$ cat src/pft_pkg.sv
// Shared types, constants and tables for the planar frame transform.
package pft_pkg;

	localparam int ANGLE_STAGES_DEF = 16;
	localparam int ANGLE_STAGES_MAX = 32;

	// heading is degrees Q9.8, one full turn is 360 degrees
	localparam int HALF_TURN_DEG = 180;
	localparam int FULL_TURN_Q = 2 * HALF_TURN_DEG * 256;

	// 92160 = 45 * 2^11, so the binary-angle conversion only divides by 45
	localparam int TURN_SHIFT = 11;
	localparam int ANG_DIV = FULL_TURN_Q / (1 << TURN_SHIFT);
	localparam int FRAC_BIAS = (FULL_TURN_Q / 2) / (1 << TURN_SHIFT);
	localparam int QUO_BITS = 11;
	localparam int FRAC_BITS = 32 - QUO_BITS;
	localparam int RECIP_BITS = 23;
	localparam int ANG_RECIP = (1 << RECIP_BITS) / ANG_DIV + 1;

	localparam logic signed [31:0] CORDIC_GAIN = 32'sd652032874;
	localparam logic signed [31:0] ONE_Q30 = 32'sd1073741824;

	localparam logic MODE_TO_MAP = 1'b0;
	localparam logic MODE_TO_ROBOT = 1'b1;

	typedef enum logic [1:0] {
		REG_ORIGIN_X = 2'd0,
		REG_ORIGIN_Y = 2'd1,
		REG_HEADING  = 2'd2
	} pft_reg_t;

	typedef struct packed {
		logic              mode;
		logic signed [31:0] point_x;
		logic signed [31:0] point_y;
	} pft_in_t;

	typedef struct packed {
		logic signed [31:0] out_x;
		logic signed [31:0] out_y;
	} pft_out_t;

	// point operands after the origin step, kept at 33 bits
	typedef struct packed {
		logic              mode;
		logic signed [32:0] a;
		logic signed [32:0] b;
	} pft_opnd_t;

	// rotation state handed from stage to stage
	typedef struct packed {
		logic signed [31:0] x;
		logic signed [31:0] y;
		logic signed [31:0] z;
		logic              neg;
	} pft_rot_t;

	// atan(2^-i) in binary angle units, full turn = 2^32
	localparam logic [31:0] ATAN_TAB [ANGLE_STAGES_MAX] = '{
		32'd536870912, 32'd316933406, 32'd167458907, 32'd85004756,
		32'd42667331, 32'd21354465, 32'd10679838, 32'd5340245,
		32'd2670163, 32'd1335087, 32'd667544, 32'd333772,
		32'd166886, 32'd83443, 32'd41722, 32'd20861,
		32'd10430, 32'd5215, 32'd2608, 32'd1304,
		32'd652, 32'd326, 32'd163, 32'd81,
		32'd41, 32'd20, 32'd10, 32'd5,
		32'd3, 32'd1, 32'd1, 32'd0
	};

	// fractional part of the binary angle for each remainder mod 45
	typedef logic [FRAC_BITS-1:0] frac_lut_t [64];

	function automatic frac_lut_t frac_lut_build();
		frac_lut_t tab;
		for (int i = 0; i < 64; i++) begin
			if (i < ANG_DIV) begin
				tab[i] = FRAC_BITS'((i * (1 << FRAC_BITS) + FRAC_BIAS) / ANG_DIV);
			end else begin
				tab[i] = '0;
			end
		end
		return tab;
	endfunction

	localparam frac_lut_t FRAC_LUT = frac_lut_build();

endpackage

$ cat src/pft_cordic_cell.sv
// One CORDIC rotation stage with its pipeline register.
module pft_cordic_cell import pft_pkg::*; #(
	parameter int STAGE = 0
) (
	input  logic      clk,
	input  logic      arst_n,
	input  logic      vld,
	input  pft_rot_t  rot,
	input  pft_opnd_t opnd,
	output logic      nxt_vld,
	output pft_rot_t  nxt_rot,
	output pft_opnd_t nxt_opnd
);

	logic      vld_s1;
	pft_rot_t  rot_s1;
	pft_opnd_t opnd_s1;

	logic signed [31:0] dx_c, dy_c;
	pft_rot_t  rot_c;

	always_comb begin
		dx_c = rot.y >>> STAGE;
		dy_c = rot.x >>> STAGE;
		rot_c = rot;
		if (!rot.z[31]) begin
			rot_c.x = rot.x - dx_c;
			rot_c.y = rot.y + dy_c;
			rot_c.z = rot.z - ATAN_TAB[STAGE];
		end else begin
			rot_c.x = rot.x + dx_c;
			rot_c.y = rot.y - dy_c;
			rot_c.z = rot.z + ATAN_TAB[STAGE];
		end
	end

	always_ff @(posedge clk or negedge arst_n) begin
		if (!arst_n) begin
			vld_s1 <= 1'b0;
		end else begin
			vld_s1 <= vld;
		end
	end

	always_ff @(posedge clk) begin
		rot_s1 <= rot_c;
		opnd_s1 <= opnd;
	end

	assign nxt_vld = vld_s1;
	assign nxt_rot = rot_s1;
	assign nxt_opnd = opnd_s1;

endmodule

$ cat config.mk
export PLATFORM = sky130hd
export DESIGN_NAME = pft_cordic_cell
export DESIGN_NICKNAME = d
export VERILOG_FILES = /design/src/pft_pkg.sv /design/src/pft_cordic_cell.sv
export SDC_FILE = /design/constraint.sdc
export NUM_CORES = 1
export LEC_CHECK = 0
export BUFFER_PORTS_ARGS = -buffer_cell sky130_fd_sc_hd__buf_4
export CORE_MARGIN = 8
export CORE_UTILIZATION = 40
export CTS_CLUSTER_SIZE = 14
export DETAILED_ROUTE_END_ITERATION = 12
export PLACE_DENSITY = 0.66
export RECOVER_POWER = 100
export SYNTH_ARGS = -nofsm -noshare
export SYNTH_HDL_FRONTEND = slang
export SYNTH_SLANG_ARGS = --single-unit
$ cat constraint.sdc
create_clock -name clk -period 0.8 [get_ports clk]
set_input_delay 0.16 -clock clk [delete_from_list [all_inputs] [get_ports clk]]
set_output_delay 0.16 -clock clk [all_outputs]
set_load 0.02 [all_outputs]
==> results_dict.tcl <==
set metrics [dict create \
    start_util 0.402 \
    path_max_fanout 3 \
    p_seq_frac 0.302 \
    numCtsBuffers 17 \
    grt_overflow 0 \
    drc 0 \
    dp_hpwl_um 31600 \
    antenna_found_initial 13 \
    async_flop_share 0.00610 \
    firstDrtPassIters 6 \
    clkTransAtPathRegs_ns 0.08 \
    drv_slew 0 \
    ys_warn_count 0 \
    drive_gt1_frac 0.631 \
    ys_seq_area_frac 0.366 \
    sw_frac_of_total 0.369 \
    start_kind "input port" \
    crit_path_top_delay_cell "fa_2" \
    leakagePower_nw 8.62 \
    fp.dieArea_sq_um 27500 \
    ys_seq_elements 164 \
    gr-usage-all-layers 0.323 \
    dp_slack_ns -1.92 \
    synth_cell_types 82 \
    die_w_um 166 \
    maxCapViolCount 0 \
    min_period_ns 2.24 \
    synth_top_cells_by_area "dfxtp_1 (36%), ha_1 (13%), a21oi_1 (5.8%)" \
    setup_slack_ns -1.44 \
    globalRouteMet2Util 0.593 \
    hold_start "rot[65]" \
    outcome "finished with violations" \
    grt_pass1_wl_um 70400 \
    synthFlopType "dfxtp_1" \
    placed_area_sq_um 14400 \
    cts_tree "done" \
    worstSetupPathType "in2reg" \
    cts_max_level 4 \
    io_buffers 331 \
    synthesis.area_sq_um 8980 \
    max_stage_delay_ns 0.39 \
    root_buffer "clkbuf_16" \
    wl_um 50300 \
    rows 55 \
    synth-edff-count 0 \
    hold_viol_final 1 \
    hold_class "in2reg" \
    first_iter_violations 957 \
    top_usage_layer "met2" \
    synth_cells 1014 \
    synth.avg_cell_area_sq_um 8.86 \
    cts-hold-fix-buffers 100 \
    violations "hold timing, setup timing" \
    p_comb_frac 0.434 \
    die_height_um 166 \
    nets 2062 \
    antenna_left 0 \
    min_to "nxt_rot[33]" \
    syn_nets 1279 \
    p_per_area_nw_per_um2 1770 \
    grtUsageMet1 0.356 \
    maxSlewHeadroom 0.649 \
    period_share 2.80 \
    cp.required_ns 1.13 \
    end_kind "register" \
    area_growth_pct 110 \
    vias_per_cell 5.50 \
    crit_path_cell_trace "buf_8 > buf_12 > inv_8 > ha_4 > fa_2 > nand4b_1 > a31oi_2 > nor3_2 > o31ai_2 > buf_4 > a211oi_2 > a21oi_1 > xnor2_1" \
    wl_per_cell_um 23.9 \
    worst_slew_pin_slew_ns 0.525 \
    clockBufferDepth 2 \
    coreArea_sq_um 22400 \
    synth_area_leader_cell "dfxtp_1" \
    grt_pass1_vias 12100 \
    fmax_mhz 447 \
    peakVddDrop_mv 1.30 \
    synth.top_cell.area_share 0.363 \
    p_sw_mw 12.3 \
    holdPathStages 3 \
    fin_area_sq_um 18900 \
    grt_start_max_net_pins 20 \
    power.internal_mw 21.1 \
    arrival_ns 2.57 \
    use_met3 0.0601 \
    gp_congestion 0.926 \
    holdWs_ns -0.0287 \
    finalSetupViolations 226 \
    grt_setup_unrepaired "yes" \
    design.portCount 332 \
    pwr-share-clk 0.264 \
    cts_sinks 164 \
    fillers 1191 \
    vias 11589 \
]
## critical path, delay by kind of cell
| kind | cells | cell delay, ns |
|---|---|---|
| simple gates | 2 | 0.34 |
| buf+inv | 4 | 0.43 |
| xor+xnor | 1 | 0.21 |
| compound gates | 4 | 0.88 |
| fa+ha+maj | 2 | 0.54 |
## sequential cells by signal (all words and copies together), names as in the netlist
| name | flops |
|---|---|
| nxt_opnd | 67 |
| nxt_rot | 96 |
| nxt_vld | 1 |
## layout by cell type, fill, tap and decap left out, types with 10 or more instances in the layout
| cell type | count |
|---|---|
| xnor2_1 | 48 |
| a21oi_4 | 19 |
| nor2b_1 | 10 |
| diode_2 | 13 |
| ha_1 | 66 |
| ha_4 | 23 |
| nand2_1 | 36 |
| buf_4 | 367 |
| buf_6 | 223 |
| clkbuf_16 | 17 |
| o21ai_1 | 17 |
| a21o_1 | 18 |
| inv_1 | 76 |
| o21bai_1 | 12 |
| nand4_1 | 13 |
| nor2_1 | 58 |
| dfxtp_2 | 162 |
| o21ai_0 | 27 |
| clkbuf_4 | 96 |
| a21oi_1 | 58 |
| o211ai_1 | 13 |
| inv_8 | 10 |
| nor3_1 | 15 |
| o21ai_2 | 16 |
| dlygate4sd3_1 | 100 |
| o21a_1 | 10 |
| a21oi_2 | 28 |
## worst max path at each step
| stage | startpoint | end |
|---|---|---|
| floorplan | rot[33] | nxt_rot[95] |
| global placement | rot[47] | nxt_rot[58] |
| detailed placement | rot[65] | nxt_rot[95] |
| CTS | rot[33] | nxt_rot[61] |
| global route | rot[33] | nxt_rot[49] |
| finish | rot[33] | nxt_rot[49] |
## power groups by stage
stage	Clock, mW	Sequential [mW]	Combinational (mW)
floorplan	0	11.0	3.94
global placement	0	9.73	10.7
detailed placement	0	9.74	10.8
CTS	8.59	9.97	13.3
global route	9.21	10.2	15.1
finish	8.82	10.1	14.5
## cell usage after synthesis (4+ instances only)
cell / number
clkbuf_1: 23
a21boi_0: 4
nand2b_1: 10
nand3_1: 12
nand2_1: 47
a31oi_1: 7
o211ai_1: 13
ha_1: 94
nor4_1: 6
nor2_1: 70
a211oi_1: 10
o31ai_1: 13
xnor2_1: 56
or3_1: 7
a21o_1: 18
a21oi_1: 104
a211o_1: 4
and3_1: 5
nand4_1: 13
dfxtp_1: 163
inv_1: 100
o21bai_1: 12
mux2i_1: 12
fa_1: 4
nor2b_1: 14
o21a_1: 11
nor3_1: 23
o21ai_0: 62
buf_2: 14
xor2_1: 5
## cell type report
class | instances | area (sq um) | share of cell area
well taps | 285 | 357 | 0.0189
clock inverters | 14 | 160 | 0.00849
flip-flops and latches | 164 | 3490 | 0.185
inverters | 101 | 448 | 0.0238
multi-input cells | 705 | 6620 | 0.351
clock buffers | 18 | 439 | 0.0233
repair buffers | 808 | 7320 | 0.388
diodes | 13 | 32.5 | 0.00172
## stage by stage
| stage | total power [mW] | std cells | setup TNS [ns] | hold WS, ns | utilization |
|---|---|---|---|---|---|
| CTS | 31.9 | 2070 | -99.49 | -0.0274 | 0.815 |
| global placement | 20.4 | 1902 | -93.75 | -0.0651 | 0.645 |
| global route | 34.5 | 2108 | -111.53 | -0.0292 | 0.843 |
| finish | 33.4 | 2108 | -105.21 | -0.0287 | 0.843 |
| floorplan | 15.0 | 1014 | -65.85 | -0.136 | - |
| detailed placement | 20.5 | 1902 | -95.15 | -0.0645 | 0.645 |
## metal layers
metal	up-vias	wire, um
li1	5108	-
met1	5603	18700
met2	678	25800
met3	198	3310
met4	2	2510
met5	-	13
## logic make-up after synthesis
family,after synthesis,share of synthesized area
muxes,15,0.0171
and+or+nand+nor,223,0.121
adders and majority gates,98,0.140
buffers and inverters,145,0.0647
AOI/OAI and AO/OA,308,0.232
xor gates and xnor gates,61,0.0595
DFF,164,0.366
## repair_timing
item	in CTS	in global routing
resized for setup	562	100
gates cloned	2	0
setup endpoints to repair	227	227
buffers inserted	43	39
endpoints found under the hold margin	101	1
pin swaps	130	107
Power figures use the tool's default switching activity.
